--- src/sv/vtf_pkg.sv ---
// Package with the types, constants and register map of the target follower.
`default_nettype none

package vtf_pkg;

  // Field widths.
  localparam int unsigned XW      = 9;   // image column
  localparam int unsigned AREAW   = 17;  // blob area
  localparam int unsigned CAREAW  = 15;  // centre area register
  localparam int unsigned GAINW   = 32;  // unsigned Q8.24 gain
  localparam int unsigned LIMW    = 15;  // forward limit register
  localparam int unsigned FWDW    = 16;  // forward drive
  localparam int unsigned TURNW   = 18;  // turn drive

  // Internal error and state widths.
  localparam int unsigned XERRW   = 10;  // column error
  localparam int unsigned DXW     = 11;  // column error change
  localparam int unsigned INTW    = 11;  // turn integral
  localparam int unsigned AERRW   = 17;  // area error
  localparam int unsigned DAW     = 18;  // area error change
  localparam int unsigned CAPW    = 16;  // area cap, twice the centre area

  // Scaled product widths: full product minus the 16 dropped fraction bits.
  localparam int unsigned FRAC    = 16;
  localparam int unsigned FPW     = GAINW + 1 + AERRW - FRAC;
  localparam int unsigned FDW     = GAINW + 1 + DAW - FRAC;
  localparam int unsigned TPW     = GAINW + 1 + XERRW - FRAC;
  localparam int unsigned TIW     = GAINW + 1 + INTW - FRAC;
  localparam int unsigned TDW     = GAINW + 1 + DXW - FRAC;
  localparam int unsigned FSUMW   = FDW + 1;
  localparam int unsigned TSUMW   = TIW + 2;

  // Control constants.
  localparam logic signed [INTW-1:0]  IntLimit = 11'sd700;
  localparam logic signed [AERRW-1:0] DzHigh   = 17'sd1500;
  localparam logic signed [AERRW-1:0] DzLow    = -17'sd4000;

  // Register map.
  typedef enum logic [2:0] {
    REG_CENTRE_X      = 3'd0,
    REG_CENTRE_AREA   = 3'd1,
    REG_FORWARD_KP    = 3'd2,
    REG_FORWARD_KD    = 3'd3,
    REG_TURN_KP       = 3'd4,
    REG_TURN_KI       = 3'd5,
    REG_TURN_KD       = 3'd6,
    REG_FORWARD_LIMIT = 3'd7
  } reg_idx_e;

  // Register reset values.
  localparam logic [XW-1:0]     CentreXRst      = 9'd160;
  localparam logic [CAREAW-1:0] CentreAreaRst   = 15'd6500;
  localparam logic [GAINW-1:0]  ForwardKpRst    = 32'd16777;
  localparam logic [GAINW-1:0]  ForwardKdRst    = 32'd8389;
  localparam logic [GAINW-1:0]  TurnKpRst       = 32'd36071014;
  localparam logic [GAINW-1:0]  TurnKiRst       = 32'd1678;
  localparam logic [GAINW-1:0]  TurnKdRst       = 32'd3355443;
  localparam logic [LIMW-1:0]   ForwardLimitRst = 15'd7680;

  // Configuration register set.
  typedef struct packed {
    logic [XW-1:0]     centre_x;
    logic [CAREAW-1:0] centre_area;
    logic [GAINW-1:0]  forward_kp;
    logic [GAINW-1:0]  forward_kd;
    logic [GAINW-1:0]  turn_kp;
    logic [GAINW-1:0]  turn_ki;
    logic [GAINW-1:0]  turn_kd;
    logic [LIMW-1:0]   forward_limit;
  } cfg_t;

  // Error stage contents.
  typedef struct packed {
    logic                    seen;
    logic                    fwd_active;
    logic signed [AERRW-1:0] area_err;
    logic signed [DAW-1:0]   darea;
    logic signed [XERRW-1:0] x_err;
    logic signed [DXW-1:0]   dx;
    logic signed [INTW-1:0]  integ;
  } err_t;

  // Product stage contents, already floored to Q.8.
  typedef struct packed {
    logic                  seen;
    logic                  fwd_active;
    logic signed [FPW-1:0] fp;
    logic signed [FDW-1:0] fd;
    logic signed [TPW-1:0] tp;
    logic signed [TIW-1:0] ti;
    logic signed [TDW-1:0] td;
  } prod_t;

endpackage

`default_nettype wire

--- src/sv/vtf_prep.sv ---
// Error stage: computes errors, updates controller state, registers the errors.
`default_nettype none

module vtf_prep import vtf_pkg::*; (
  input  wire logic             clk_i,
  input  wire logic             rst_ni,
  input  wire cfg_t             cfg_i,
  input  wire logic             accept_i,
  input  wire logic [XW-1:0]    object_x_i,
  input  wire logic [AREAW-1:0] object_area_i,
  input  wire logic             motor_off_i,
  output err_t                  err_o
);

  logic signed [AERRW-1:0] last_area_q, last_area_d;
  logic signed [XERRW-1:0] last_x_q, last_x_d;
  logic signed [INTW-1:0]  integ_q, integ_d;
  err_t                    err_q, err_d;

  logic [CAPW-1:0]         cap;
  logic [CAPW-1:0]         area_cap;
  logic signed [INTW:0]    isum;
  logic signed [INTW-1:0]  isat;

  // Errors against the set point, with the area capped at twice the centre area.
  always_comb begin
    cap      = {cfg_i.centre_area, 1'b0};
    area_cap = (object_area_i > {1'b0, cap}) ? cap : object_area_i[CAPW-1:0];

    err_d.seen     = (object_area_i != '0);
    err_d.x_err    = $signed({1'b0, cfg_i.centre_x}) - $signed({1'b0, object_x_i});
    err_d.area_err = $signed({2'b00, cfg_i.centre_area}) - $signed({1'b0, area_cap});
    err_d.darea    = DAW'(err_d.area_err) - DAW'(last_area_q);
    err_d.dx       = DXW'(err_d.x_err) - DXW'(last_x_q);
    err_d.fwd_active = (err_d.area_err > DzHigh) || (err_d.area_err < DzLow);

    // Integral adds the error and is clamped.
    isum = (INTW+1)'(integ_q) + (INTW+1)'(err_d.x_err);
    if (isum > (INTW+1)'(IntLimit)) begin
      isat = IntLimit;
    end else if (isum < -(INTW+1)'(IntLimit)) begin
      isat = -IntLimit;
    end else begin
      isat = isum[INTW-1:0];
    end
    err_d.integ = isat;
  end

  // State follows each seen target; a motor-off request clears the integral.
  always_comb begin
    last_area_d = last_area_q;
    last_x_d    = last_x_q;
    integ_d     = integ_q;
    if (accept_i && err_d.seen) begin
      last_x_d = err_d.x_err;
      integ_d  = motor_off_i ? '0 : isat;
      if (err_d.fwd_active) begin
        last_area_d = err_d.area_err;
      end
    end
  end

  always_ff @(posedge clk_i or negedge rst_ni) begin
    if (!rst_ni) begin
      last_area_q <= '0;
      last_x_q    <= '0;
      integ_q     <= '0;
    end else begin
      last_area_q <= last_area_d;
      last_x_q    <= last_x_d;
      integ_q     <= integ_d;
    end
  end

  // Error register loads with each accepted request.
  always_ff @(posedge clk_i) begin
    if (accept_i) begin
      err_q <= err_d;
    end
  end

  assign err_o = err_q;

endmodule

`default_nettype wire

--- config.mk ---
export PLATFORM = sky130hd
export DESIGN_NAME = vtf_prep
export DESIGN_NICKNAME = d
export VERILOG_FILES = /design/src/sv/vtf_pkg.sv /design/src/sv/vtf_prep.sv
export SDC_FILE = /design/constraint.sdc
export NUM_CORES = 1
export LEC_CHECK = 0
export BUFFER_PORTS_ARGS = -buffer_cell sky130_fd_sc_hd__clkbuf_2
export CAP_MARGIN = 30
export CELL_PAD_IN_SITES_DETAIL_PLACEMENT = 0
export CELL_PAD_IN_SITES_GLOBAL_PLACEMENT = 1
export CORE_UTILIZATION = 39
export DETAILED_ROUTE_END_ITERATION = 7
export PLACE_DENSITY = 0.86
export SLEW_MARGIN = 10
export SYNTH_ARGS = -nofsm -noshare
export SYNTH_HDL_FRONTEND = slang
export SYNTH_SLANG_ARGS = --single-unit
--- constraint.sdc ---
create_clock -name clk_i -period 6.35 [get_ports clk_i]
set_clock_uncertainty 0.15 [all_clocks]
set_input_delay 0.635 -clock clk_i [delete_from_list [all_inputs] [get_ports clk_i]]
set_output_delay 0.635 -clock clk_i [all_outputs]
set_load 0.01 [all_outputs]
After elaboration in Yosys (flattened, before gate mapping). Cells that the tools add are included.

Add/sub/neg operators: 5. Magnitude comparators: 5. Muxes and demuxes: 4. Reduce and logical (&&, ||, !) cells: 4.

Operators by type and width (number): 11-bit two-way mux (3); 17-bit by 17-bit subtractor with 18-bit output (1); 17-bit by 12-bit > comparator with 1-bit output, second input constant (1); 17-bit by 16-bit > comparator with 1-bit output (1); 17-bit by 13-bit < comparator with 1-bit output, second input constant (1); 17-bit nonzero test (1); 15-bit by 16-bit subtractor with 17-bit output (1); 16-bit two-way mux (1); 11-bit by 10-bit adder with 12-bit output (1); 12-bit by 11-bit > comparator with 1-bit output, second input constant (1); 12-bit by 11-bit < comparator with 1-bit output, second input constant (1); 10-bit by 10-bit subtractor with 11-bit output (1); 9-bit by 9-bit subtractor with 10-bit output (1); 2-bit AND reduction (1); 1-bit logical AND (1); 1-bit logical OR (1).

Register bits: 107. Bits of input ports: 229. Output and inout bits: 69. Word-level logic and storage cells: 28.

Depth between registers and ports, before layout.
Word-level depth: 6. Gate-level depth with buffers: 24. Depth with buffers taken out: 24.

Worst setup path after synthesis. Ideal clock, no wire load.

Path type: input to register. Start point: in cfg_i[184] (netlist name). End point: reg err_q (netlist bit err_o[47]) (data pin). Library setup time: 0.259 ns. Data arrival time: 5.504 ns. Required time: 5.941 ns. Slack: 0.437 ns. Cell stages on the path: 22. Buffers on the path: 1. Path through: inv_1 > ha_1 > a21o_1 > a21oi_1 > nor3b_1 > nor2_1 > a21oi_1 > clkbuf_1 > mux2i_1 > ha_1 > nor2b_1 > o311a_1 > o21a_1 > o31a_1 > ha_1 > nand3_1 > a211oi_1 > and3b_1 > o311ai_0 > a21o_1 > a21oi_1 > xnor2_1.

RTL lines: from (decl) (line vtf_prep.sv:7) `input wire cfg_t cfg_i,`; to (signal assigned) (line vtf_prep.sv:78) `err_q <= err_d;`; to (decl) (line vtf_prep.sv:18) `err_t err_q, err_d;`.

==> results.json <==
{
  "ctsResizeCount": 0,
  "yosysTopAreaCell": "edfxtp_1",
  "status": "complete, but fails checks",
  "final_area_um2": 8650,
  "antenna_found_initial": 0,
  "synth_cell_types": 70,
  "hold_violations": 0,
  "viasPerCell": 5.26,
  "overflow": 0,
  "synth_compound_area_share_pct": 17.6,
  "synth_top_cell_area_share_pct": 28.1,
  "synth_cells": 734,
  "core_um2": 18200,
  "grt_pass1_wl_um": 26200,
  "end_kind": "register",
  "drt_pass1_iterations": 7,
  "finalCritPeriodShare_pct": 91.2,
  "max_cap_viol_count": 0,
  "reg2regPathDepth": 12,
  "die_h_um": 139,
  "cts_setup_buffers": 0,
  "synthMuxAreaShare_pct": 4.81,
  "pwr_density_cell_nw_per_um2": 426,
  "postCtsHoldBufs": 0,
  "synth_edf_count": 69,
  "cts.sinks": 107,
  "wire_per_inst_um": 14.7,
  "antennaDiodeCount": 0,
  "ys_seq_area_share_pct": 41.0,
  "power_leakage_nw": 4.04,
  "irDropWorstVdd_uv": 166,
  "gp_congestion": 0.847,
  "cp_max_fo": 11,
  "area_growth_pct": 17.5,
  "synthesis.nets": 1043,
  "synth_area_um2": 7360,
  "yosys.area_share.simple_pct": 13.5,
  "cts_tree": "built",
  "h-tree-depth": 3,
  "crit_arrival_ns": 5.72,
  "initial_utilization_pct": 40.4,
  "route.detailed.drc": 2,
  "antenna_left": 0,
  "rsz0062_at_grt": "no",
  "synth-adder-area-share_pct": 14.2,
  "grt_pass1_vias": 5420,
  "path_clk_slew_ns": 0.07,
  "num_vias": 5813,
  "yosys_register_bits": 107,
  "place_area_um2": 8330,
  "grtUsageTotal_pct": 16.9,
  "setup_tns_ns": 0,
  "dieArea_um2": 19400,
  "finalMaxSlewViolations": 0,
  "holdCritPathClass": "in -> async",
  "timing.fmax_ghz": 0.173,
  "synth_top_family_by_area": "compound AO/OA/AOI/OAI gates",
  "cp_common_cell": "ha_1",
  "ios": 298,
  "portBuffers": 122,
  "clk_latency_ns": 0.35,
  "synth-xor-area-share_pct": 4.04,
  "async_flop_share_pct": 35.5,
  "max_slew_margin_pct": 37.9,
  "fin_nets": 1180,
  "wirelength_um": 16200,
  "die_w_um": 139,
  "worstMarginPinSlew_ns": 0.931,
  "synth_area_leaders": "edfxtp_1, dfrtp_1, ha_1",
  "clockBufferDepth": 2,
  "synth.avg_cell_area_um2": 10.0,
  "synth-warning-count": 0,
  "cp_cell_sequence": "clkbuf_2 -> inv_1 -> ha_1 -> nand3_1 -> nor3_1 -> o21ai_0 -> a21oi_2 -> buf_4 -> mux2i_1 -> ha_1 -> or3_1 -> o22ai_1 -> a211oi_1 -> o211ai_1 -> ha_1 -> nand2_1 -> o41ai_1 -> a221o_1 -> a41oi_1 -> nand3_1 -> o211ai_1",
  "cpMaxStageDelayCell": "a211oi_1",
  "worstPathRequired_ns": 6.28,
  "worstSetupPathType": "in -> reg",
  "setup_violations": 0,
  "synthFlopType": "edfxtp_1",
  "finalCriticalPeriod_ns": 5.79,
  "dp_hpwl_um": 12900,
  "crit_path_start_kind": "input pin",
  "drt-initial-drc-count": 308,
  "cts_buffers": 9,
  "num_rows": 49,
  "cts_root_buffer": "clkbuf_16",
  "grt_max_degree": 71,
  "drive_gt1_share_pct": 19.7,
  "max_stage_delay_ns": 0.53,
  "nFillCells": 1716,
  "failed_checks": "design-rule violations"
}
## per-layer routing
| layer | track usage (%) | vias to the layer above | wire length, um |
|---|---|---|---|
| li1 | - | 2965 | - |
| met1 | 23.6 | 2694 | 8180 |
| met2 | 26.6 | 140 | 7030 |
| met3 | 3.10 | 14 | 788 |
| met4 | 4.56 | 0 | 199 |
| met5 | 0 | - | 0 |
## kinds of logic after synthesis
logic type / count (synthesis)
simple gates: 202
fa+ha+maj: 81
xor+xnor: 34
flops: 107
compound gates: 186
mux: 31
buf+inv: 93
## cell usage after synthesis (all sizes together) (10+ instances only)
cell type / number
inv: 85
ha: 75
edfxtp: 69
nor2: 59
nand2: 47
o21ai: 43
dfrtp: 38
a21oi: 29
xnor2: 23
mux2i: 17
o21a: 17
nand3: 15
a211oi: 14
a21o: 14
mux2: 14
nor2b: 14
nor3: 13
and2: 11
xor2: 11
o211ai: 10
## placed cells by master (no fill, tap or decap), drive strengths merged, types with 15 or more instances in the layout
cell    count
a21oi      29
clkbuf    130
dfrtp      38
edfxtp     69
ha         75
inv        89
mux2i      17
nand2      47
nand3      15
nor2       59
o21a       17
o21ai      43
xnor2      23
## report_power, final
part	total [mW]	internal [mW]	leakage [nW]	switching (mW)
clock network	0.577	0.313	0.153	0.264
registers	1.18	1.09	1.13	0.0959
logic	1.93	0.819	2.76	1.11
total	3.69	2.22	4.04	1.47
## worst max-delay path: cells and delay by family
family / cells / cell delay (ns)
AND/OR/NAND/NOR: 5 / 0.82
AO/OA/AOI/OAI: 9 / 2.62
buffers and inverters: 3 / 0.47
multiplexers: 1 / 0.21
adder cells (fa/ha/maj): 3 / 0.97
## final timing paths
check	start	end	slack (ns)
max	cfg_i[189]	err_o[48]$_DFFE_PP_	0.56
min reg2reg	last_x_q[9]$_DFFE_PN0P_	last_x_q[9]$_DFFE_PN0P_	0.34
max in group asynchronous	rst_ni	last_area_q[6]$_DFFE_PN0P_	5.47
min	rst_ni	last_x_q[8]$_DFFE_PN0P_	0.09
max reg2reg	integ_q[0]$_DFFE_PN0P_	integ_q[0]$_DFFE_PN0P_	2.85
min in group clk_i	last_x_q[9]$_DFFE_PN0P_	last_x_q[9]$_DFFE_PN0P_	0.34
## cell type report
class / instances / area, um2 / share of cell area (%)
tap: 229 / 287 / 3.31
multi-input combinational: 534 / 3990 / 46.1
timing repair buffer: 134 / 731 / 8.44
clock inverter: 7 / 81.3 / 0.940
sequential: 107 / 3020 / 34.9
clock buffer: 9 / 225 / 2.60
inverter: 85 / 319 / 3.69
## through the flow
step / instances / utilization (%) / setup slack (ns) / total power, mW / hold WS [ns]
floorplan: 734 / - / 0.437 / 2.58 / 0.189
global placement: 1087 / 45.6 / 0.218 / 3.09 / 0.314
detailed placement: 1088 / 45.8 / 0.212 / 3.12 / 0.322
CTS: 1104 / 47.4 / 0.532 / 3.72 / 0.0999
global route: 1105 / 47.5 / 0.168 / 3.99 / 0.111
finish: 1105 / 47.5 / 0.560 / 3.69 / 0.0930
## registers in the layout (all words and copies together), names as in the netlist
register,count
integ_q,11
last_x_q,10
err_o,69
last_area_q,17
Power figures use the tool's default switching activity.
