==> src/sv/vtf_pkg.sv <==
// Package with the types, constants and register map of the target follower.
`default_nettype none

package vtf_pkg;

  // Field widths.
  localparam int unsigned XW      = 9;   // image column
  localparam int unsigned AREAW   = 17;  // blob area
  localparam int unsigned CAREAW  = 15;  // centre area register
  localparam int unsigned GAINW   = 32;  // unsigned Q8.24 gain
  localparam int unsigned LIMW    = 15;  // forward limit register
  localparam int unsigned FWDW    = 16;  // forward drive
  localparam int unsigned TURNW   = 18;  // turn drive

  // Internal error and state widths.
  localparam int unsigned XERRW   = 10;  // column error
  localparam int unsigned DXW     = 11;  // column error change
  localparam int unsigned INTW    = 11;  // turn integral
  localparam int unsigned AERRW   = 17;  // area error
  localparam int unsigned DAW     = 18;  // area error change
  localparam int unsigned CAPW    = 16;  // area cap, twice the centre area

  // Scaled product widths: full product minus the 16 dropped fraction bits.
  localparam int unsigned FRAC    = 16;
  localparam int unsigned FPW     = GAINW + 1 + AERRW - FRAC;
  localparam int unsigned FDW     = GAINW + 1 + DAW - FRAC;
  localparam int unsigned TPW     = GAINW + 1 + XERRW - FRAC;
  localparam int unsigned TIW     = GAINW + 1 + INTW - FRAC;
  localparam int unsigned TDW     = GAINW + 1 + DXW - FRAC;
  localparam int unsigned FSUMW   = FDW + 1;
  localparam int unsigned TSUMW   = TIW + 2;

  // Control constants.
  localparam logic signed [INTW-1:0]  IntLimit = 11'sd700;
  localparam logic signed [AERRW-1:0] DzHigh   = 17'sd1500;
  localparam logic signed [AERRW-1:0] DzLow    = -17'sd4000;

  // Register map.
  typedef enum logic [2:0] {
    REG_CENTRE_X      = 3'd0,
    REG_CENTRE_AREA   = 3'd1,
    REG_FORWARD_KP    = 3'd2,
    REG_FORWARD_KD    = 3'd3,
    REG_TURN_KP       = 3'd4,
    REG_TURN_KI       = 3'd5,
    REG_TURN_KD       = 3'd6,
    REG_FORWARD_LIMIT = 3'd7
  } reg_idx_e;

  // Register reset values.
  localparam logic [XW-1:0]     CentreXRst      = 9'd160;
  localparam logic [CAREAW-1:0] CentreAreaRst   = 15'd6500;
  localparam logic [GAINW-1:0]  ForwardKpRst    = 32'd16777;
  localparam logic [GAINW-1:0]  ForwardKdRst    = 32'd8389;
  localparam logic [GAINW-1:0]  TurnKpRst       = 32'd36071014;
  localparam logic [GAINW-1:0]  TurnKiRst       = 32'd1678;
  localparam logic [GAINW-1:0]  TurnKdRst       = 32'd3355443;
  localparam logic [LIMW-1:0]   ForwardLimitRst = 15'd7680;

  // Configuration register set.
  typedef struct packed {
    logic [XW-1:0]     centre_x;
    logic [CAREAW-1:0] centre_area;
    logic [GAINW-1:0]  forward_kp;
    logic [GAINW-1:0]  forward_kd;
    logic [GAINW-1:0]  turn_kp;
    logic [GAINW-1:0]  turn_ki;
    logic [GAINW-1:0]  turn_kd;
    logic [LIMW-1:0]   forward_limit;
  } cfg_t;

  // Error stage contents.
  typedef struct packed {
    logic                    seen;
    logic                    fwd_active;
    logic signed [AERRW-1:0] area_err;
    logic signed [DAW-1:0]   darea;
    logic signed [XERRW-1:0] x_err;
    logic signed [DXW-1:0]   dx;
    logic signed [INTW-1:0]  integ;
  } err_t;

  // Product stage contents, already floored to Q.8.
  typedef struct packed {
    logic                  seen;
    logic                  fwd_active;
    logic signed [FPW-1:0] fp;
    logic signed [FDW-1:0] fd;
    logic signed [TPW-1:0] tp;
    logic signed [TIW-1:0] ti;
    logic signed [TDW-1:0] td;
  } prod_t;

endpackage

`default_nettype wire

==> src/sv/vtf_out.sv <==
// Result stage: sums the terms, clamps both drives and registers the result.
`default_nettype none

module vtf_out import vtf_pkg::*; (
  input  wire logic              clk_i,
  input  wire cfg_t              cfg_i,
  input  wire logic              load_i,
  input  wire prod_t             prod_i,
  output logic signed [FWDW-1:0] forward_drive_o,
  output logic signed [TURNW-1:0] turn_drive_o,
  output logic                   target_seen_o
);

  logic signed [FSUMW-1:0]  fsum;
  logic signed [FSUMW-1:0]  flim;
  logic signed [TSUMW-1:0]  tsum;
  logic signed [TSUMW:0]    tneg;
  logic signed [FWDW-1:0]   fwd_q, fwd_d;
  logic signed [TURNW-1:0]  turn_q, turn_d;
  logic                     seen_q;

  // Forward PD term, zero with no target or inside the dead zone, clamped to the limit.
  always_comb begin
    fsum = FSUMW'(prod_i.fp) + FSUMW'(prod_i.fd);
    flim = $signed({{(FSUMW-LIMW){1'b0}}, cfg_i.forward_limit});
    if (!prod_i.seen || !prod_i.fwd_active) begin
      fwd_d = '0;
    end else if (fsum > flim) begin
      fwd_d = FWDW'(flim);
    end else if (fsum < -flim) begin
      fwd_d = FWDW'(-flim);
    end else begin
      fwd_d = fsum[FWDW-1:0];
    end
  end

  // Negated PID turn term, zero with no target, saturated to the drive range.
  always_comb begin
    tsum = TSUMW'(prod_i.tp) + TSUMW'(prod_i.ti) + TSUMW'(prod_i.td);
    tneg = -((TSUMW+1)'(tsum));
    if (!prod_i.seen) begin
      turn_d = '0;
    end else if (tneg > $signed((TSUMW+1)'({1'b0, {(TURNW-1){1'b1}}}))) begin
      turn_d = {1'b0, {(TURNW-1){1'b1}}};
    end else if (tneg < -$signed((TSUMW+1)'({1'b1, {(TURNW-1){1'b0}}}))) begin
      turn_d = {1'b1, {(TURNW-1){1'b0}}};
    end else begin
      turn_d = tneg[TURNW-1:0];
    end
  end

  always_ff @(posedge clk_i) begin
    if (load_i) begin
      fwd_q  <= fwd_d;
      turn_q <= turn_d;
      seen_q <= prod_i.seen;
    end
  end

  assign forward_drive_o = fwd_q;
  assign turn_drive_o    = turn_q;
  assign target_seen_o   = seen_q;

endmodule

`default_nettype wire

==> config.mk <==
export PLATFORM = sky130hd
export DESIGN_NAME = vtf_out
export DESIGN_NICKNAME = d
export VERILOG_FILES = /design/src/sv/vtf_pkg.sv /design/src/sv/vtf_out.sv
export SDC_FILE = /design/constraint.sdc
export NUM_CORES = 1
export LEC_CHECK = 0
export BUFFER_PORTS_ARGS = -buffer_cell sky130_fd_sc_hd__buf_4
export CORE_AREA = 8 8 145 147
export DETAILED_ROUTE_END_ITERATION = 7
export DIE_AREA = 0 0 153 155
export PLACE_DENSITY = 0.91
export SETUP_SLACK_MARGIN = 0.5
export SLEW_MARGIN = 0
export SYNTH_ARGS = -nofsm -noshare
export SYNTH_HDL_FRONTEND = slang
export SYNTH_SLANG_ARGS = --single-unit
export TNS_END_PERCENT = 20
==> constraint.sdc <==
create_clock -name clk_i -period 11.5 [get_ports clk_i]
set_input_delay 1.725 -clock clk_i [delete_from_list [all_inputs] [get_ports clk_i]]
set_output_delay 1.725 -clock clk_i [all_outputs]
set_load 0.02 [all_outputs]
# [After elaboration in Yosys (flattened, before gate mapping)]
# Index checks and enable logic that the tools add are counted.
[totals] regBits=35 inputBits=355 elab_cells=24
[classes] add_sub_neg=5 order_cmp=4 mux=4 bitwise_logic=1 reduce_logical=5
[ops] operator="$add A34 B35 Y36" n=1
[ops] operator="$gt A36 B16 Y1" n=1
[ops] operator="$lt A36 B36 Y1" n=1
[ops] operator="$neg A15 Y36" n=1
[ops] operator="$gt A31 B18 Y1 const B" n=1
[ops] operator="$lt A31 B18 Y1 const B" n=1
[ops] operator="$neg A30 Y31" n=1
[ops] operator="$add A29 B28 Y30" n=1
[ops] operator="$add A27 B28 Y29" n=1
[ops] operator="$mux W18" n=1
[ops] operator="$mux W17" n=1
[ops] operator="$mux W16" n=1
[ops] operator="$mux W15" n=1
[ops] operator="$reduce_or A2 Y1" n=2
[ops] operator="$logic_not A1 Y1" n=2
[ops] operator="$logic_or A1 B1 Y1" n=1
[ops] operator="$not A1 Y1" n=1

# [Depth between registers and ports, before layout]
# Gate-level depths: netlist (run 1).
[depth] depth_word=6 depth_mapped=22 mapped_depth_nobuf=20

# [Least setup slack after synthesis (run 1)]
# No wires, ideal clock.
[synth_path] path_type="input -> register" start="input prod_i[1] in the netlist's numbering" end="register turn_q[6] (netlist: turn_drive_o[6]) (data pin)" setup_time_ns=0.283 arrival_ns=5.639 setup_slack_ns=5.577 cell_stages=16 path_buffers=0 path_cell_list="ha_1 -> fa_1 -> inv_1 -> ha_1 -> fa_1 -> a21o_1 -> a21oi_1 -> o21ai_2 -> a31o_2 -> a31oi_4 -> xnor2_1 -> a2111oi_2 -> nand4_1 -> or4_4 -> o311ai_4 -> o221ai_1"
[synth_via] elab_chain_cells=5 word_cells_on_any_way=6
[synth_rtl] item="from (decl)" line_no="vtf_out.sv:8" source="input wire prod_t prod_i,"
[synth_rtl] item="$add A29 B28 Y30 (*)" line_no="vtf_out.sv:39" source="tsum = TSUMW'(prod_i.tp) + TSUMW'(prod_i.ti) + TSUMW'(prod_i.td);"
[synth_rtl] item="$neg A30 Y31 (*)" line_no="vtf_out.sv:40" source="tneg = -((TSUMW+1)'(tsum));"
[synth_rtl] item="$lt A31 B18 Y1" line_no="vtf_out.sv:45" source="end else if (tneg < -$signed((TSUMW+1)'({1'b1, {(TURNW-1){1'b0}}}))) begin"
[synth_rtl] item="$mux W18" line_no="vtf_out.sv:45"
[synth_rtl] item="$mux W17 (*)" line_no="vtf_out.sv:43" source="end else if (tneg > $signed((TSUMW+1)'({1'b0, {(TURNW-1){1'b1}}}))) begin"
[synth_rtl] item="to (signal assigned)" line_no="vtf_out.sv:55" source="turn_q <= turn_d;"
[synth_rtl] item="to (decl)" line_no="vtf_out.sv:19" source="logic signed [TURNW-1:0] turn_q, turn_d;"
# Mark *: on every way between the ends. The rest lies on a longest branch, timed or not.
# A chain may end at the register's enable or synchronous reset.

# [Worst setup path after layout (run 1)]
[layout_path] start="input prod_i[105] in the netlist's numbering" end="register fwd_q[5] (netlist: forward_drive_o[5]) (data pin)"
[layout_via] elab_chain_cells=4 word_cells_on_any_way=5
[layout_rtl] item="$add A34 B35 Y36 (*)" line_no="vtf_out.sv:24" source="fsum = FSUMW'(prod_i.fp) + FSUMW'(prod_i.fd);"
[layout_rtl] item="$lt A36 B36 Y1" line_no="vtf_out.sv:30" source="end else if (fsum < -flim) begin"
[layout_rtl] item="$mux W16" line_no="vtf_out.sv:30"
[layout_rtl] item="$mux W15 (*)" line_no="vtf_out.sv:28" source="end else if (fsum > flim) begin"
[layout_rtl] item="to (signal assigned)" line_no="vtf_out.sv:54" source="fwd_q <= fwd_d;"
[layout_rtl] item="to (decl)" line_no="vtf_out.sv:18" source="logic signed [FWDW-1:0] fwd_q, fwd_d;"
# Marked as above.

==> results of run 1 <==
metrics by stage:
step	std cells	total power, mW	utilization [%]
after global routing	1535	1.23	55.8
after global placement	1526	0.960	55.0
after CTS	1534	1.12	55.7
after detailed placement	1526	0.986	55.0
final	1535	1.13	55.8
after floorplan	1122	0.766	-
kinds of logic (layout without fill, tap and decap cells):
logic type	Yosys count	after routing	synth area share, %
AOI/OAI and AO/OA	342	342	27.1
xor gates and xnor gates	57	57	5.77
adders and majority gates	173	173	27.1
buffers and inverters	172	346	7.87
DFF	35	35	12.0
muxes	9	9	1.03
other	0	1	0
and+or+nand+nor	334	334	19.1
layer usage:
| layer | track usage [%] | share of wire [%] |
|---|---|---|
| met5 | 0 | 0.11 |
| met4 | 4.01 | 1.7 |
| met3 | 4.60 | 9.4 |
| met2 | 34.3 | 43 |
| met1 | 29.2 | 45 |
worst paths after layout:
check / start / endpoint / slack (ns) / depth (start not counted)
min: prod_i[153] / target_seen_o / 1.80 / 1
max: prod_i[105] / forward_drive_o[5] / 4.77 / 20
worst max-delay path: stages:
cell,delay [ns]
buf_4,0.11
ha_1,0.43
a21oi_1,0.25
o211ai_1,0.13
a21boi_1,0.29
o21ai_0,0.23
or3_1,0.38
a21oi_1,0.16
nor3_1,0.06
a211oi_1,0.54
ha_1,0.45
and4_1,0.24
nand4_1,0.12
nand2_1,0.07
o21ai_0,0.07
a41oi_1,0.43
o31a_1,0.23
nand2_2,0.28
a221o_1,0.40
a211oi_2,0.23
state kept, by name, summed over array words and instances, names as in the netlist:
signal / count
turn_drive_o: 18
target_seen_o: 1
forward_drive_o: 16
where the power goes:
part	internal, mW	total [mW]	switching, mW
clock network	0.0799	0.131	0.0514
registers	0.166	0.173	0.00650
logic	0.335	0.827	0.492
total	0.582	1.13	0.550
cell usage in the layout (no fill, tap or decap), types with 28 or more instances in the layout:
master	count
edfxtp_1	35
nor2_1	67
fa_1	29
xnor2_1	34
a21o_1	28
buf_4	205
nand2_1	90
ha_1	144
nand3_1	42
inv_1	133
o21ai_0	44
a21oi_1	98
cell type report:
cell class | instances | area share [%]
Multi-Input combinational cell | 915 | 66.6
Timing Repair Buffer | 205 | 14.6
Sequential cell | 35 | 9.95
Inverter | 133 | 4.72
Tap cell | 238 | 2.82
Clock buffer | 6 | 1.22
Clock inverter | 2 | 0.118
Antenna cell | 1 | 0.0237
==> reports/results.tsv, run 1 <==
metric	value	unit
status	finished, final reports clean	
DP Wirelength	22500	um
crit share post-route	58.6	%
Root Buffer	clkbuf_16	
Main synth FF type	edfxtp_1	
Post-synth ARST share	0	%
port bufs	205	
Peak VDD IR	0.0666	mV
maximum clock insertion buffer count	2	
top post-synthesis cells by count	ha_1, inv_1, a21oi_1, nand2_1, nor2_1	
hold buffers post-CTS	0	
CTS tree	yes	
setup violators final	0	
largest net degree at the start of global routing	36	
num rows	51	
Required @ worst endpoint	11.61	ns
Setup Fix Bufs, Post-CTS	0	
share of cells above drive strength 1	19.4	%
CP Max Fanout	19	
Worst Path Arrival	6.84	ns
TNS Setup	0	ns
Resize count post-CTS	0	
max_slew headroom	23.7	%
P per Cell Area	107	nW/um2
worst slew pin tran	1.13	ns
pre-CTS setup slack	4.63	ns
count leader, synth	ha_1	
average size of a mapped cell	7.82	um2
Post-Syn Instances	1122	
Overflow after GRT	0	
total track usage	21.4	%
H-Tree Depth	2	
CTS clock-pin slew for the worst setup and hold paths	0.06	ns
post-route ant nets	0	
Residual DRC	0	
Final nets	1823	
Die Ht	155	um
CTS Sinks	35	
Synth top area share	20.5	%
IO Count	390	
Die Span X	153	um
dpl cell area	10400	um2
Starting Density	46.3	%
Worst Setup End Kind	flop	
gpl congestion	0.930	
post-route design area	10600	um2
final hold vios	0	
Max Slew Vio Count	0	
Max Cap Violations	0	
area grow syn2layout	20.4	%
critical path class	in -> reg	
Post-synth EDFFs	35	
minimum clock period	6.73	ns
dominant cells by area after synthesis	ha_1, edfxtp_1, fa_1	
unrepaired setup endpoints after global routing	false	
#FFs+latches synth	35	
post-DR wirelength/cell	17.2	um
PnR worst setup slack	4.77	ns
DRT Wirelength	26400	um
synth unique cells	88	
cell taking the most area after synthesis	ha_1	
static leakage	5.12	nW
HP Class	in -> reg	
final hold slack	1.80	ns
fill count	1783	
vias in the first global route	9007	
TritonCTS Buffers	5	
vias per cell	6.03	
vias	9258	
Mapped Nets	1650	
first-pass GRT wire length	43100	um
initial drt markers	636	
Multi-input gate area	7040	um2
sequential element share of the synthesized area	12.0	%
placeable core area	19000	um2
yosys warns	0	
Max Clock Freq	148	MHz
antenna violations before repair	3	
Worst Setup Start Kind	input pin	
Pre-antenna DRT Iters	5	
die area	23700	um2
sequential cell area	1050	um2
mapped cell area	8780	um2
No activity file was read; power rests on OpenSTA's default activity.
==> run 2, diff against run 1 <==
Settings changed: CORE_AREA 8 8 145 147 to 8 8 146 148, DIE_AREA 0 0 153 155 to 0 0 154 156, PLACE_DENSITY 0.91 to 0.9.
Clock period 11.5 ns to 6.6 ns, I/O delays scaled along.
==> run 2 against run 1 <==
  * Flip-flop and latch count stayed put
  * Power grew 78%
  * Sequential share of layout area hardly changed
  * Largest cell class unchanged
  * Utilization fell by 0.12 points
  * Global-route usage shrank 0.38 points
  * Count of clock-buffer cells in the layout fell by 1
==> reports/results.tsv, run 2 (same netlist as run 1, synthesis figures left out) <==
metric	value	unit	change
first-pass GRT wire length	42800	um	was 43100 um
Peak VDD IR	0.111	mV	was 0.0666 mV
fin cells	1536		was 1535
die area	24000	um2	was 23700 um2
TNS Setup	0	ns	unchanged
PnR worst setup slack	0.741	ns	was 4.77 ns
post-DR wirelength/cell	17.2	um	about the same
P per Cell Area	190	nW/um2	was 107 nW/um2
Starting Density	46.0	%	was 46.3%
Overflow after GRT	0		unchanged
total track usage	21.0	%	was 21.4%
Inst Count DP	1528		was 1526
static leakage	5.14	nW	was 5.12 nW
Max Clock Freq	171	MHz	
Setup Fix Bufs, Post-CTS	0		unchanged
HP Class	in -> reg		unchanged
status	finished, final reports clean		unchanged
IO Count	390		unchanged
DP Wirelength	22500	um	about the same
H-Tree Depth	2		unchanged
vias per cell	5.99		was 6.03
vias in the first global route	8818		was 9007
share of cells above drive strength 1	19.6	%	was 19.4%
Die Ht	156	um	was 155 um
initial drt markers	705		was 636
final hold slack	1.08	ns	was 1.80 ns
Required @ worst endpoint	6.64	ns	was 11.61 ns
antenna violations before repair	0		was 3
unrepaired setup endpoints after global routing	true		was false
CTS Sinks	35		unchanged
max reg flops	18		unchanged
area grow syn2layout	20.9	%	was 20.4%
slowest stage delay, CP	0.64	ns	was 0.54 ns
Pre-antenna DRT Iters	5		unchanged
crit-path cells	buf_4, ha_1, a21oi_1, o21ai_0, a32oi_1, o41ai_2, and3_1, a2111oi_0, ha_1, nand3_1, nor2_1, o21ai_0, a31oi_1, a22oi_1, a31oi_1, or3_1, nand2_2, a21oi_1, o32ai_1		was buf_4, ha_1, a21oi_1, o211ai_1, a21boi_1, o21ai_0, or3_1, a21oi_1, nor3_1, a211oi_1, ha_1, and4_1, nand4_1, nand2_1, o21ai_0, a41oi_1, o31a_1, nand2_2, a221o_1, a211oi_2
pre-CTS setup slack	0.517	ns	was 4.63 ns
Root Buffer	clkbuf_16		unchanged
Max Cap Violations	0		unchanged
maximum clock insertion buffer count	2		unchanged
Max Slew Vio Count	0		unchanged
Total Power	2.02	mW	was 1.13 mW
Die Span X	154	um	was 153 um
gpl congestion	0.912		was 0.930
port bufs	205		unchanged
worst slew pin tran	0.993	ns	was 1.13 ns
Worst Setup Start Kind	input pin		unchanged
max_slew headroom	33.3	%	was 23.7%
min-delay src	prod_i[153]		unchanged
post-route ant nets	0		unchanged
Resize count post-CTS	0		unchanged
final hold vios	0		unchanged
vias	9203		was 9258
placeable core area	19100	um2	was 19000 um2
TritonCTS Buffers	5		unchanged
minimum clock period	5.86	ns	
commonest non-fill, non-tap cells in the layout	buf_4, ha_1, inv_1		unchanged
Worst Path Arrival	5.90	ns	was 6.84 ns
Residual DRC	0		unchanged
setup violators final	0		unchanged
critical path class	in -> reg		unchanged
Final nets	1825		was 1823
largest net degree at the start of global routing	36		unchanged
diode count	0		was 1
Crit. Startpoint	prod_i[99]		was prod_i[105]
CTS clock-pin slew for the worst setup and hold paths	0.06	ns	about the same
CTS tree	yes		unchanged
hold buffers post-CTS	0		unchanged
Worst Setup End Kind	flop		unchanged
CP Max Fanout	19		unchanged
num rows	51		unchanged
crit share post-route	88.8	%	
Slowest-stage cell, CP	a2111oi_0		was a211oi_1
DRT Wirelength	26400	um	about the same
most common cell after layout, fill and taps aside	buf_4		unchanged
==> run 2: cell types whose count changed in the layout (fill, tap and decap cells not counted), sizes merged <==
cell	before	now
diode	1	0
clkbuf	6	5
clkinv	1	0
buf	205	207
inv	133	134
bufinv	0	1
==> run 2: area by class of cell <==
| class | count | area [um2] |
|---|---|---|
| Tap cell | 238 | 298 |
| Multi-Input combinational cell | 915 | 7040 |
| Clock inverter | 3 | 46.3 |
| Sequential cell | 35 | 1050 |
| Clock buffer | 5 | 125 |
| Fill cell | 1753 | 8460 |
| Inverter | 133 | 499 |
| Timing Repair Buffer | 207 | 1550 |
==> run 2: metal layers <==
metal  track usage (%)  up-vias  routed length, um
li1                  -     4475                  -
met1              30.0     4277              12500
met2              32.1      421              11200
met3              4.74       30               2380
met4              3.08        0                335
met5                 0        -                  0
==> run 2: worst max-delay path, delay by kind of cell <==
family	cells	cell delay (ns)
simple gates	5	1.11
compound gates	11	2.86
buf+inv	1	0.11
fa+ha+maj	2	0.81
==> run 2: path summary, 6_finish.rpt <==
check	end	slack, ns	cells after the start
max	forward_drive_o[12]	0.74	19
min	target_seen_o	1.08	1
==> run 2: power by group <==
| group | internal (mW) | leakage [nW] | switching, mW |
|---|---|---|---|
| sequential | 0.290 | 0.336 | 0.0114 |
| combinational | 0.585 | 4.73 | 0.857 |
| clock | 0.179 | 0.0804 | 0.0959 |
==> run 2: metrics by stage <==
step                area (um2)  utilization [%]
global route             10600             55.6
detailed placement       10400             54.7
floorplan                 8780                -
CTS                      10600             55.6
finish                   10600             55.6
global placement         10400             54.7
==> run 3, diff against run 2 <==
Settings changed: GPL_TIMING_DRIVEN set to 0.
==> run 3 against run 2 <==
  * Sequential power about the same
  * Clock power down 16%
  * Largest power group unchanged
  * Critical endpoint unchanged
  * Setup slack better by 0.13 ns
==> reports/results.tsv, run 3 (same netlist as run 1, synthesis figures left out) <==
metric	value	unit	change
Max Clock Freq	175	MHz	was 171 MHz
crit-path cells	buf_4, ha_1, fa_1, a211oi_2, o21ai_1, a21o_1, o21ai_0, nor2b_1, xnor2_1, ha_1, nand4_1, nor4_1, a32oi_1, a31oi_1, a22oi_1, a31oi_1, or3_1, nand2_2, clkbuf_4, mux2i_1, o32ai_1		was buf_4, ha_1, a21oi_1, o21ai_0, a32oi_1, o41ai_2, and3_1, a2111oi_0, ha_1, nand3_1, nor2_1, o21ai_0, a31oi_1, a22oi_1, a31oi_1, or3_1, nand2_2, a21oi_1, o32ai_1
first-pass GRT wire length	43000	um	was 42800 um
Required @ worst endpoint	6.60	ns	was 6.64 ns
antenna violations before repair	0		unchanged
unrepaired setup endpoints after global routing	false		was true
static leakage	5.23	nW	was 5.14 nW
minimum clock period	5.73	ns	was 5.86 ns
dpl cell area	10600	um2	was 10400 um2
Slowest-stage cell, CP	fa_1		was a2111oi_0
Setup crit end	forward_drive_o[12]		unchanged
Worst Setup Start Kind	input pin		unchanged
Root Buffer	clkbuf_16		unchanged
CP Max Fanout	10		was 19
Residual DRC	0		unchanged
DRT Wirelength	26600	um	was 26400 um
final hold slack	0.899	ns	was 1.08 ns
slowest stage delay, CP	0.46	ns	was 0.64 ns
TritonCTS Buffers	5		unchanged
die area	24000	um2	unchanged
maximum clock insertion buffer count	2		unchanged
max_slew headroom	33.1	%	was 33.3%
crit share post-route	86.8	%	was 88.8%
status	finished, final reports clean		unchanged
initial drt markers	606		was 705
vias	9202		was 9203
Die Ht	156	um	unchanged
placeable core area	19100	um2	unchanged
critical path class	in -> reg		unchanged
Crit. Startpoint	prod_i[83]		was prod_i[99]
sequential cell area	1050	um2	unchanged
Final nets	1861		was 1825
post-route design area	10800	um2	was 10600 um2
P per Cell Area	185	nW/um2	was 190 nW/um2
CTS Sinks	35		unchanged
Max Cap Violations	0		unchanged
area grow syn2layout	23.0	%	was 20.9%
worst slew pin tran	0.996	ns	was 0.993 ns
Peak VDD IR	0.125	mV	was 0.111 mV
TNS Setup	0	ns	unchanged
num rows	51		unchanged
IO Count	390		unchanged
gpl congestion	0.936		was 0.912
HP Class	in -> reg		unchanged
post-route ant nets	0		unchanged
DP Wirelength	22800	um	was 22500 um
Pre-antenna DRT Iters	5		unchanged
commonest non-fill, non-tap cells in the layout	buf_4, ha_1, inv_1		unchanged
max reg flops	18		unchanged
CTS clock-pin slew for the worst setup and hold paths	0.06	ns	about the same
Die Span X	154	um	unchanged
Starting Density	46.0	%	unchanged
Overflow after GRT	0		unchanged
CTS tree	yes		unchanged
Multi-input gate area	7070	um2	was 7040 um2
vias per cell	5.85		was 5.99
setup violators final	0		unchanged
most common cell after layout, fill and taps aside	buf_4		unchanged
post-DR wirelength/cell	16.9	um	was 17.2 um
final hold vios	0		unchanged
total track usage	21.1	%	was 21.0%
fill count	1745		was 1753
Setup Fix Bufs, Post-CTS	0		unchanged
Max Slew Vio Count	0		unchanged
largest net degree at the start of global routing	36		unchanged
vias in the first global route	8891		was 8818
H-Tree Depth	2		unchanged
Worst Setup End Kind	flop		unchanged
Worst Path Arrival	5.73	ns	was 5.90 ns
port bufs	204		was 205
share of cells above drive strength 1	20.8	%	was 19.6%
diode count	0		unchanged
[run 3: layout make-up]
type	count	area share, %
Buffer	39	1.81
Timing Repair Buffer	204	14.2
Sequential cell	35	9.74
Clock buffer	5	1.16
Clock inverter	3	0.185
Inverter	133	4.63
Tap cell	238	2.76
Multi-Input combinational cell	915	65.5
[run 3: through the flow]
step	power [mW]	std cells	setup WS, ns	util (%)
floorplan	1.33	1122	1.41	-
global placement	1.69	1564	0.441	55.6
detailed placement	1.74	1564	0.414	55.6
CTS	1.98	1572	0.684	56.4
global route	2.17	1572	0.526	56.6
finish	1.99	1572	0.869	56.6
[run 3: critical path, delay by kind of cell]
| family | cells | cell delay (ns) |
|---|---|---|
| AND/OR/NAND/NOR | 5 | 1.02 |
| AO/OA/AOI/OAI | 9 | 1.93 |
| XOR/XNOR | 1 | 0.18 |
| multiplexers | 1 | 0.22 |
| adder cells (fa/ha/maj) | 3 | 0.99 |
| buffers and inverters | 2 | 0.40 |
[run 3: worst min path at each step]
stage / startpoint / end / depth (start not counted)
2_1_floorplan: prod_i[153] / target_seen_o / 0
3_3_place_gp: prod_i[153] / target_seen_o / 1
3_5_place_dp: prod_i[153] / target_seen_o / 1
4_1_cts: prod_i[153] / target_seen_o / 1
5_1_grt: prod_i[153] / target_seen_o / 1
6_report: prod_i[153] / target_seen_o / 1
[run 3: layer usage]
metal | routed length (um) | track usage, % | vias up | share of wire (%)
met5 | 0 | 0 | - | 0
met4 | 403 | 3.59 | 0 | 1.5
met3 | 2220 | 3.80 | 36 | 8.4
met2 | 11300 | 31.9 | 418 | 42
met1 | 12700 | 30.8 | 4206 | 48
li1 | - | - | 4542 | -
[run 3: timing repair]
item | CTS | global route
endpoints found under the setup margin | 0 | 15
hold buffers | 0 | 0
gates resized for setup | 0 | 11
[run 3: report_power, final]
| group | leakage [nW] | internal (mW) | switching (mW) |
|---|---|---|---|
| logic | 4.82 | 0.592 | 0.869 |
| clock network | 0.0658 | 0.139 | 0.0919 |
| registers | 0.336 | 0.290 | 0.0111 |
